===== config.mk =====
export PLATFORM = sky130hd
export DESIGN_NAME = psnm_dist
export DESIGN_NICKNAME = d
export VERILOG_FILES = /design/src/rtl/psnm_pkg.sv /design/src/rtl/psnm_dist.sv
export SDC_FILE = /design/constraint.sdc
export NUM_CORES = 1
export LEC_CHECK = 0
export ABC_CLOCK_PERIOD_IN_PS = 3200
export BUFFER_PORTS_ARGS = -buffer_cell sky130_fd_sc_hd__buf_2
export CAP_MARGIN = 25
export CORE_ASPECT_RATIO = 2
export CORE_MARGIN = 1
export CORE_UTILIZATION = 58
export DETAILED_ROUTE_END_ITERATION = 16
export PLACE_DENSITY = 0.91
export SKIP_CTS_REPAIR_TIMING = 1
export SYNTH_ARGS = -nofsm -noshare
export SYNTH_HDL_FRONTEND = slang
export SYNTH_SLANG_ARGS = --single-unit

===== constraint.sdc =====
create_clock -name clk_i -period 3.2 [get_ports clk_i]
set_clock_uncertainty 0.1 [all_clocks]
set_input_delay 0.48 -clock clk_i [delete_from_list [all_inputs] [get_ports clk_i]]
set_output_delay 0.48 -clock clk_i [all_outputs]
set_load 0.05 [all_outputs]

===== src/rtl/psnm_pkg.sv =====
// Shared types and constants of the palette shade and nearest match unit.
package psnm_pkg;

  typedef enum logic [1:0] {
    OP_LOAD    = 2'd0,
    OP_RESTART = 2'd1,
    OP_SHADE   = 2'd2,
    OP_READ    = 2'd3
  } op_e;

  localparam logic [17:0] NO_MATCH_DIST = 18'h2fa03;
  localparam logic [17:0] STOP_DIST     = 18'h00040;
  localparam logic [17:0] KEEP_DIST     = 18'h00201;

  // Output of the distance unit.
  typedef struct packed {
    logic        valid;
    logic [17:0] sq_sum;
  } dist_t;

  // One result item.
  typedef struct packed {
    logic [7:0]  match_index;
    logic [17:0] match_distance;
    logic        was_appended;
    logic [23:0] read_color;
    logic [8:0]  used_count;
  } rsp_t;

endpackage


===== src/rtl/psnm_dist.sv =====
// Two-stage squared RGB distance unit, shared by every entry of a scan.
module psnm_dist (
  input  logic              clk_i,
  input  logic              rst_ni,
  input  logic              valid_i,
  input  logic              kill_i,
  input  logic [23:0]       shade_i,
  input  logic [23:0]       entry_i,
  output psnm_pkg::dist_t   dist_o
);

  logic signed [15:0] diff [3];
  logic [15:0]        sq_d [3];
  logic [15:0]        sq_q [3];
  logic               valid_q;

  always_comb begin
    for (int c = 0; c < 3; c++) begin
      diff[c] = $signed({8'd0, shade_i[8*c +: 8]}) - $signed({8'd0, entry_i[8*c +: 8]});
      sq_d[c] = 16'(diff[c] * diff[c]);
    end
  end

  always_ff @(posedge clk_i or negedge rst_ni) begin
    if (!rst_ni) begin
      valid_q <= 1'b0;
    end else begin
      valid_q <= valid_i && !kill_i;
    end
  end

  always_ff @(posedge clk_i) begin
    for (int c = 0; c < 3; c++) begin
      sq_q[c] <= sq_d[c];
    end
  end

  assign dist_o.valid  = valid_q;
  assign dist_o.sq_sum = 18'(sq_q[0]) + 18'(sq_q[1]) + 18'(sq_q[2]);

endmodule


==> impl_metrics.env, run 1 <==
export IMPL_status="did not finish"
export IMPL_lastStage="global routing (5_1_grt)"
export IMPL_error_line="[ERROR GRT-0232] Routing congestion too high. Check the congestion heatmap in the GUI."
export IMPL_synth_top_area_cell="fa_1"
export IMPL_htree_num_levels=2
export IMPL_die_h_um=188
export IMPL_yosys_top_cells_area="fa_1 (30%), ha_1 (20%), inv_1 (9.4%), dfxtp_1 (8.9%), xnor2_1 (7.0%)"
export IMPL_ios=71
export IMPL_async_flop_share_pct=2.17
export IMPL_gp_congestion=0.951
export IMPL_dp_slack_ns=-3.18
export IMPL_synthCells=1114
export IMPL_die_w_um=95.2
export IMPL_worst_ep_kind="register data pin"
export IMPL_synth_fp_nets=1482
export IMPL_track_usage_pct=75.1
export IMPL_ys_flop_type="dfxtp_1"
export IMPL_ys_seq_area_share_pct=9.20
export IMPL_synth_top_cell_area_share_pct=30.4
export IMPL_yosysUniqueCellTypes=67
export IMPL_cts_sinks=46
export IMPL_dp_hpwl_um=26400
export IMPL_start_util_pct=59.8
export IMPL_row_count=67
export IMPL_cts_root_buffer="clkbuf_16"
export IMPL_cts_made_buffers=5
export IMPL_synth_edf_count=0
export IMPL_grt_max_degree=18
export IMPL_yosysWarningCount=0
export IMPL_port_buffers=70
export IMPL_synth_seq_cells=46
export IMPL_syn_area_um2=10100
export IMPL_grt_ovfl_total=9
export IMPL_post_synth_cell_area_avg_um2=9.04
export IMPL_clock_path_buffers=2
export IMPL_worstEndpointGrtRepair="sq_q[0][46]$_DFF_P_/D"
==> layer usage <==
| layer | overflow | GRT usage, % |
|---|---|---|
| met4 | 7 | 72.8 |
| met5 | 0 | 40.8 |
| met1 | 0 | 71.9 |
| met3 | 0 | 67.4 |
| met2 | 2 | 87.7 |
==> cells by family after synthesis <==
logic type,after synthesis,synth area share (%)
compound gates,141,9.32
xor+xnor,105,9.62
fa+ha+maj,316,50.7
buf+inv,264,9.90
flops,46,9.20
mux,3,0.311
simple gates,239,11.0
==> cell usage after synthesis (all sizes together), types with 2 or more instances <==
cell	n
nand2b	5
mux2i	2
buf	3
nor4	2
o211ai	5
xor2	23
nor3	10
inv	256
or3	5
nand2	88
xnor2	82
a211oi	7
and3	4
clkbuf	4
fa	153
o21a	8
o21ai	28
a21oi	49
o31ai	3
o21bai	8
dfxtp	45
or2	5
nor2	81
a21o	9
a31oi	5
ha	163
a31o	5
nor2b	13
nand4	2
and2	21
a2111oi	2
==> per-stage QoR <==
step / cells / utilization (%) / hold WS, ns / instance area, um^2
2_1_floorplan: 1114 / - / 0.0844 / 10800
3_3_place_gp: 1651 / 79.3 / 0.154 / 13400
3_5_place_dp: 1651 / 79.3 / 0.155 / 13400
4_1_cts: 1659 / 80.2 / -0.157 / 13500
==> run 2: changes to the inputs <==
ABC_CLOCK_PERIOD_IN_PS = 4160   (was 3200)
CORE_ASPECT_RATIO = default   (was 2)
CORE_UTILIZATION = 40   (was 58)
PLACE_DENSITY = default   (was 0.91)
PLACE_DENSITY_LB_ADDON = 0.15   (was default)
clock period = 4.16 ns   (was 3.2 ns; I/O delays follow)
==> run 2 against run 1 <==
  * The flow now finishes, with violations (setup timing)
  * Synthesized cell count unchanged
  * Area after synthesis stayed put
==> impl_metrics.env, run 2 <==
export IMPL_status="finished with violations"
export IMPL_failed_checks="setup timing"
export IMPL_synthTopCellsByCount="inv_1 (253), ha_1 (163), fa_1 (153)"
export IMPL_row_count=57
export IMPL_multiInputGateArea_um2=9270
export IMPL_fin_ws_ns=-1.79
export IMPL_top_regs="sq_q: 45 flops, valid_q: 1 flops"
export IMPL_area_growth_synth_to_final_pct=41.5
export IMPL_synth_top_cell_area_share_pct=30.4
export IMPL_htree_num_levels=2
export IMPL_syn_area_um2=10100
export IMPL_hold_violations=0
export IMPL_synthCells=1114
export IMPL_ys_flop_type="dfxtp_1"
export IMPL_wire_per_inst_um=12.2
export IMPL_cts_made_buffers=5
export IMPL_final_cell_mix="buf_4 (241), inv_1 (210), fa_1 (137)"
export IMPL_end_kind="flop"
export IMPL_grt_max_degree=17
export IMPL_cp_arrival_ns=6.03
export IMPL_drt_wl_total_um=21600
export IMPL_tightest_slew_ns=0.382
export IMPL_yosysWarningCount=0
export IMPL_dieArea_um2=25800
export IMPL_setup_viol=35
export IMPL_port_buffers=70
export IMPL_finalCriticalPeriod_ns=5.95
export IMPL_worstPathRequired_ns=4.24
export IMPL_drive_gt1_share_pct=40.0
export IMPL_cts_sinks=46
export IMPL_die_h_um=161
export IMPL_cts_root_buffer="clkbuf_16"
export IMPL_ys_seq_area_share_pct=9.20
export IMPL_core_um2=24500
export IMPL_nets=1809
export IMPL_synth_top_area_cell="fa_1"
export IMPL_layout_commonest_cell="buf_4"
export IMPL_die_w_um=161
export IMPL_synth_most_common_cell="inv_1"
export IMPL_yosys_top_cells_area="fa_1 (30%), ha_1 (20%), inv_1 (9.4%), dfxtp_1 (8.9%), xnor2_1 (7.0%)"
export IMPL_final_util_pct=58.1
export IMPL_grt_pass1_wl_um=36900
export IMPL_largest_reg_flops=45
export IMPL_final_max_slew_viol_count=0
export IMPL_num_vias=8094
export IMPL_gp_congestion=0.874
export IMPL_max_slew_margin_rel_pct=74.4
export IMPL_tns_ns=-39.69
export IMPL_dp_hpwl_um=18800
export IMPL_grt_ovfl_total=0
export IMPL_hp_class="primary input to flop"
export IMPL_rsz0062_at_grt="true"
export IMPL_finalCritPeriodShare_pct=143
export IMPL_grt_pass1_vias=8367
export IMPL_post_synth_cell_area_avg_um2=9.04
export IMPL_fill_cells=2183
export IMPL_cts_tree="yes"
export IMPL_diodes=0
export IMPL_worstHoldPathCells=2
export IMPL_start_util_pct=41.0
export IMPL_track_usage_pct=17.2
export IMPL_drv_cap=0
export IMPL_crit_fanout=4
export IMPL_antenna_found_initial=0
export IMPL_max_freq_mhz=168
export IMPL_drt_first_pass_iters=4
export IMPL_regArea_um2=933
export IMPL_clock_path_buffers=2
export IMPL_crit_path_start_kind="primary input"
export IMPL_viasPerCell=4.58
export IMPL_dp_slack_ns=-2.19
export IMPL_synth_fp_nets=1482
export IMPL_top_register="sq_q"
export IMPL_async_flop_share_pct=2.17
export IMPL_synth_seq_cells=46
export IMPL_drt_iter0_markers=262
export IMPL_synth_edf_count=0
export IMPL_ios=71
export IMPL_crit_type="primary input to flop"
export IMPL_yosysUniqueCellTypes=67
export IMPL_antenna_left=0
export IMPL_drc=0
export IMPL_path_clk_slew_ns=0.07
run 2: cell counts after synthesis:
Identical to the previous run, type by type.
run 2: cell type report:
type | count | share of cell area (%)
Inverter | 257 | 7.32
Timing Repair Buffer | 327 | 17.2
Clock buffer | 5 | 0.878
Sequential cell | 46 | 6.55
Clock inverter | 3 | 0.167
Multi-Input combinational cell | 804 | 65.0
Tap cell | 324 | 2.84
run 2: routing by layer:
layer | global-route usage (%) | routed length, um | part of all wire [%] | vias up
li1 | - | - | - | 4131
met1 | 23.1 | 9960 | 46 | 3839
met2 | 31.0 | 10800 | 50 | 106
met3 | 1.50 | 621 | 2.9 | 18
met4 | 2.08 | 248 | 1.1 | 0
met5 | 0 | 0 | 0 | -
run 2: metrics by stage:
step / instance area (um^2) / std cells / hold WS, ns
5_1_grt: 14300 / 1766 / 0.370
6_report: 14300 / 1766 / 0.377
2_1_floorplan: 10700 / 1114 / 0.228
3_3_place_gp: 13100 / 1731 / 0.299
3_5_place_dp: 13100 / 1731 / 0.302
4_1_cts: 13300 / 1739 / -0.0111
run 2: kinds of logic after synthesis:
kind of cell    after synthesis  share of synthesized area [%]
fa+ha+maj                   316                           50.7
buf+inv                     264                           9.90
simple gates                239                           11.0
compound gates              141                           9.32
xor+xnor                    105                           9.62
flops                        46                           9.20
mux                           3                          0.311
run 2: critical path, stage by stage:
cell	delay, ns
buf_8	0.11
inv_12	0.04
ha_4	0.11
inv_2	0.03
fa_2	0.37
a211oi_2	0.21
o21bai_2	0.11
a21oi_2	0.18
xnor2_2	0.10
inv_2	0.13
nor2_4	0.05
buf_6	0.12
fa_1	0.52
inv_1	0.05
fa_1	0.47
fa_1	0.56
fa_1	0.45
fa_1	0.56
inv_2	0.04
ha_4	0.22
inv_4	0.07
nor2_4	0.04
nor2_4	0.11
o21ai_2	0.09
o41ai_2	0.39
o21ai_1	0.13
xnor2_1	0.13
run 2: final timing paths:
check / from / end / slack, ns
hold / removal: kill_i / valid_q / 0.38
min in group asynchronous: rst_ni / valid_q / 0.53
setup / recovery: shade_i[0] / sq_q[0][15] / -1.79
max in group asynchronous: rst_ni / valid_q / 3.34
Power of run 2 is not shown: default switching activity piles up to over one toggle a cycle in this logic, so the estimate is an artifact.
==> run 3: changes to the inputs <==
ABC_CLOCK_PERIOD_IN_PS = 5900   (was 4160)
clock period = 5.9 ns   (was 4.16 ns; I/O delays follow)
==> run 3 against run 2 <==
  * The run still ends with setup timing left
  * Non-clock buffer count down 23
  * Worst setup slack better by 1.4 ns
  * Hold slack worse by 0.11 ns
  * Largest cell class unchanged
  * Critical path type unchanged
  * Critical endpoint is now sq_q[0][46]
  * Design area down 5.3%
==> impl_metrics.env, run 3 (synthesized netlist as in run 2, its figures left out) <==
export IMPL_start_util_pct=41.0
export IMPL_cpPeakStageDelay_ns=0.59
export IMPL_path_clk_slew_ns=0.07
export IMPL_row_count=57
export IMPL_die_h_um=161
export IMPL_cts_tree="yes"
export IMPL_nets=1786
export IMPL_critPathTopFamily="adder cells"
export IMPL_diodes=0
export IMPL_fin_ws_ns=-0.364
export IMPL_max_freq_mhz=160
export IMPL_largest_reg_flops=45
export IMPL_max_slew_margin_rel_pct=76.0
export IMPL_area_growth_synth_to_final_pct=34.1
export IMPL_dieArea_um2=25800
export IMPL_viasPerCell=4.56
export IMPL_hold_violations=0
export IMPL_cts_sinks=46
export IMPL_grt_ovfl_total=0
export IMPL_dp_hpwl_um=18900
export IMPL_num_vias=7941
export IMPL_wire_per_inst_um=12.1
export IMPL_drc=0
export IMPL_ios=71
export IMPL_grt_pass1_wl_um=37000
export IMPL_gp_congestion=0.823
export IMPL_worstPathRequired_ns=6.01
export IMPL_final_util_pct=55.0
export IMPL_grt_pass1_vias=8278
export IMPL_cp_slowest_cell="fa_2"
export IMPL_crit_type="primary input to flop"
export IMPL_finalCritPeriodShare_pct=106
export IMPL_finalCriticalPeriod_ns=6.26
export IMPL_multiInputGateArea_um2=8800
export IMPL_port_buffers=70
export IMPL_fill_cells=2308
export IMPL_antenna_found_initial=0
export IMPL_layout_commonest_cell="buf_4"
export IMPL_setup_viol=11
export IMPL_crit_fanout=3
export IMPL_regArea_um2=926
export IMPL_final_cell_mix="buf_4 (232), inv_1 (223), ha_1 (143)"
export IMPL_hp_class="primary input to asynchronous set/reset pin"
export IMPL_htree_num_levels=2
export IMPL_crit_top_cell="inv_2"
export IMPL_top_regs="sq_q: 45 flops, valid_q: 1 flops"
export IMPL_crit_path_start_kind="primary input"
export IMPL_cts_made_buffers=5
export IMPL_final_max_slew_viol_count=0
export IMPL_rsz0062_at_grt="true"
export IMPL_tightest_slew_ns=0.358
export IMPL_status="finished with violations"
export IMPL_die_w_um=161
export IMPL_drt_first_pass_iters=4
export IMPL_cp_num_buf_inv=8
export IMPL_drive_gt1_share_pct=33.3
export IMPL_cts_root_buffer="clkbuf_16"
export IMPL_drt_wl_total_um=21000
export IMPL_failed_checks="setup timing"
export IMPL_clock_path_buffers=2
export IMPL_grt_max_degree=16
export IMPL_end_kind="flop"
export IMPL_cp_arrival_ns=6.38
export IMPL_top_register="sq_q"
export IMPL_antenna_left=0
export IMPL_track_usage_pct=17.3
export IMPL_drv_cap=0
export IMPL_drt_iter0_markers=285
export IMPL_core_um2=24500
==> run 3: routing by layer <==
layer | up-vias | wire length (um) | GRT usage [%]
met5 | - | 0 | 0
met4 | 0 | 151 | 1.73
met3 | 14 | 465 | 1.52
met2 | 92 | 9660 | 28.6
met1 | 3747 | 10700 | 25.3
li1 | 4088 | - | -
==> run 3: how the worst max path moves through the flow <==
stage,slack [ns],cells after the start,end,startpoint
floorplan,-0.37,26,sq_q[0][46],shade_i[16]
global placement,-0.69,27,sq_q[0][46],shade_i[16]
detailed placement,-0.79,24,sq_q[0][31],shade_i[8]
CTS,-0.50,24,sq_q[0][31],shade_i[8]
global route,-0.56,27,sq_q[0][46],shade_i[16]
finish,-0.36,27,sq_q[0][46],shade_i[16]
==> run 3: per-stage QoR <==
| stage | instances | hold WS (ns) | setup slack (ns) | TNS (ns) | area, um^2 |
|---|---|---|---|---|---|
| after floorplan | 1114 | 0.489 | -0.373 | -2.84 | 10400 |
| after global placement | 1717 | 0.559 | -0.695 | -9.60 | 12700 |
| after detailed placement | 1717 | 0.563 | -0.789 | -10.56 | 12700 |
| after CTS | 1725 | 0.265 | -0.503 | -5.06 | 12900 |
| after global routing | 1743 | 0.254 | -0.565 | -4.86 | 13500 |
| final | 1743 | 0.266 | -0.364 | -1.71 | 13500 |
==> run 3: area by class of cell <==
type	instances	area share (%)
multi-input cells	804	65.2
repair buffers	304	16.0
inverters	257	7.54
flip-flops and latches	46	6.86
well taps	324	3.00
clock buffers	5	0.927
clock inverters	3	0.510
Power of run 3 is left out for the same reason.
==> run 4: changes to the inputs <==
ABC_CLOCK_PERIOD_IN_PS = 8000   (was 5900)
clock period = 8 ns   (was 5.9 ns; I/O delays follow)
==> run 4 against run 3 <==
  * The flow now finishes without violations
  * Sequential cell count unchanged
  * Critical path type unchanged
  * Utilization decreased by 10 points
  * Worst setup slack better by 1.2 ns
  * Routed wire length is 10% lower
  * Hold slack gained 0.31 ns
==> impl_metrics.env, run 4 (synthesized netlist as in run 2, its figures left out) <==
export IMPL_die_w_um=161
export IMPL_drt_iter0_markers=313
export IMPL_start_util_pct=41.0
export IMPL_die_h_um=161
export IMPL_num_vias=7034
export IMPL_drv_cap=0
export IMPL_crit_path_start_kind="primary input"
export IMPL_dieArea_um2=25800
export IMPL_htree_num_levels=2
export IMPL_multiInputGateArea_um2=8150
export IMPL_fill_cells=2469
export IMPL_finalCriticalPeriod_ns=7.13
export IMPL_hold_violations=0
export IMPL_drt_first_pass_iters=4
export IMPL_drt_wl_total_um=18800
export IMPL_regArea_um2=926
export IMPL_final_max_slew_viol_count=0
export IMPL_status="completed"
export IMPL_cts_made_buffers=5
export IMPL_max_slew_margin_rel_pct=49.1
export IMPL_finalCritPeriodShare_pct=89.2
export IMPL_max_freq_mhz=140
export IMPL_final_cell_mix="inv_1 (253), ha_1 (163), fa_1 (153)"
export IMPL_dp_hpwl_um=17000
export IMPL_crit_type="primary input to flop"
export IMPL_cpPeakStageDelay_ns=0.51
export IMPL_met3_length_um=562
export IMPL_path_clk_slew_ns=0.06
export IMPL_grt_pass1_vias=7263
export IMPL_end_kind="flop"
export IMPL_clock_path_buffers=2
export IMPL_cts_root_buffer="clkbuf_16"
export IMPL_drive_gt1_share_pct=9.88
export IMPL_port_buffers=70
export IMPL_setup_viol=0
export IMPL_tns_ns=0
export IMPL_viasPerCell=4.63
export IMPL_crit_fanout=10
export IMPL_rsz0062_at_grt="false"
export IMPL_antenna_left=0
export IMPL_area_growth_synth_to_final_pct=9.31
export IMPL_grt_ovfl_total=0
export IMPL_crit_top_cell="fa_1"
export IMPL_grt_pass1_wl_um=34200
export IMPL_cp_arrival_ns=7.21
export IMPL_drc=0
export IMPL_grt_max_degree=16
export IMPL_tightest_slew_ns=0.758
export IMPL_top_register="sq_q"
export IMPL_layout_commonest_cell="inv_1"
export IMPL_cp_slowest_cell="fa_1"
export IMPL_track_usage_pct=16.1
export IMPL_worstPathRequired_ns=8.08
export IMPL_wl_met1_um=9580
export IMPL_largest_reg_flops=45
export IMPL_gp_congestion=0.818
export IMPL_row_count=57
export IMPL_wire_per_inst_um=12.4
export IMPL_diodes=0
export IMPL_ios=71
export IMPL_cts_tree="yes"
export IMPL_antenna_found_initial=0
export IMPL_core_um2=24500
export IMPL_hp_class="primary input to asynchronous set/reset pin"
export IMPL_cts_sinks=46
export IMPL_top_regs="sq_q: 45 flops, valid_q: 1 flops"
export IMPL_wl_met2_um=8550
export IMPL_highest_signal_layer="met4"
export IMPL_nets=1561
-- run 4: cell types whose count changed in the layout (fill, tap and decap cells not counted), moves of 15 or more --
cell	previous run	this run
ha_1	143	163
ha_4	15	0
buf_4	232	9
inv_1	223	253
inv_2	24	3
-- run 4: area by class of cell --
type,count,area share [%]
inverter,257,8.77
timing repair buffer,79,3.80
clock buffer,5,1.14
multi-input combinational,804,74.0
clock inverter,3,0.193
sequential,46,8.41
tap,324,3.68
-- run 4: per-stage QoR --
stage / utilization (%) / worst slack, ns / hold slack, ns / instance area (um^2) / std cells
after global placement: 44.3 / 0.599 / 0.875 / 10900 / 1510
after floorplan: - / 0.871 / 0.804 / 10100 / 1114
after global routing: 44.9 / 0.345 / 0.569 / 11000 / 1518
after CTS: 44.9 / 0.802 / 0.570 / 11000 / 1518
after detailed placement: 44.3 / 0.521 / 0.877 / 10900 / 1510
final: 44.9 / 0.867 / 0.575 / 11000 / 1518
-- run 4: path summary, 6_finish.rpt --
check	startpoint	endpoint	slack, ns
worst min-delay path	rst_ni	valid_q	0.58
worst max-delay path	shade_i[0]	sq_q[0][15]	0.87
min in group clk_i	kill_i	valid_q	0.96
max in group asynchronous	rst_ni	valid_q	7.14
-- run 4: worst max-delay path, delay by kind of cell --
kind / cells / cell delay, ns
AO/OA/AOI/OAI: 7 / 1.52
AND/OR/NAND/NOR: 3 / 0.51
adder cells (fa/ha/maj): 8 / 3.28
XOR/XNOR: 1 / 0.15
buffers and inverters: 7 / 0.55
-- run 4: metal layers --
layer	vias up	track usage, %
li1	3635	-
met1	3297	23.6
met5	-	0
met3	12	1.21
met2	90	26.6
met4	0	1.77
Power of run 4 is left out for the same reason.
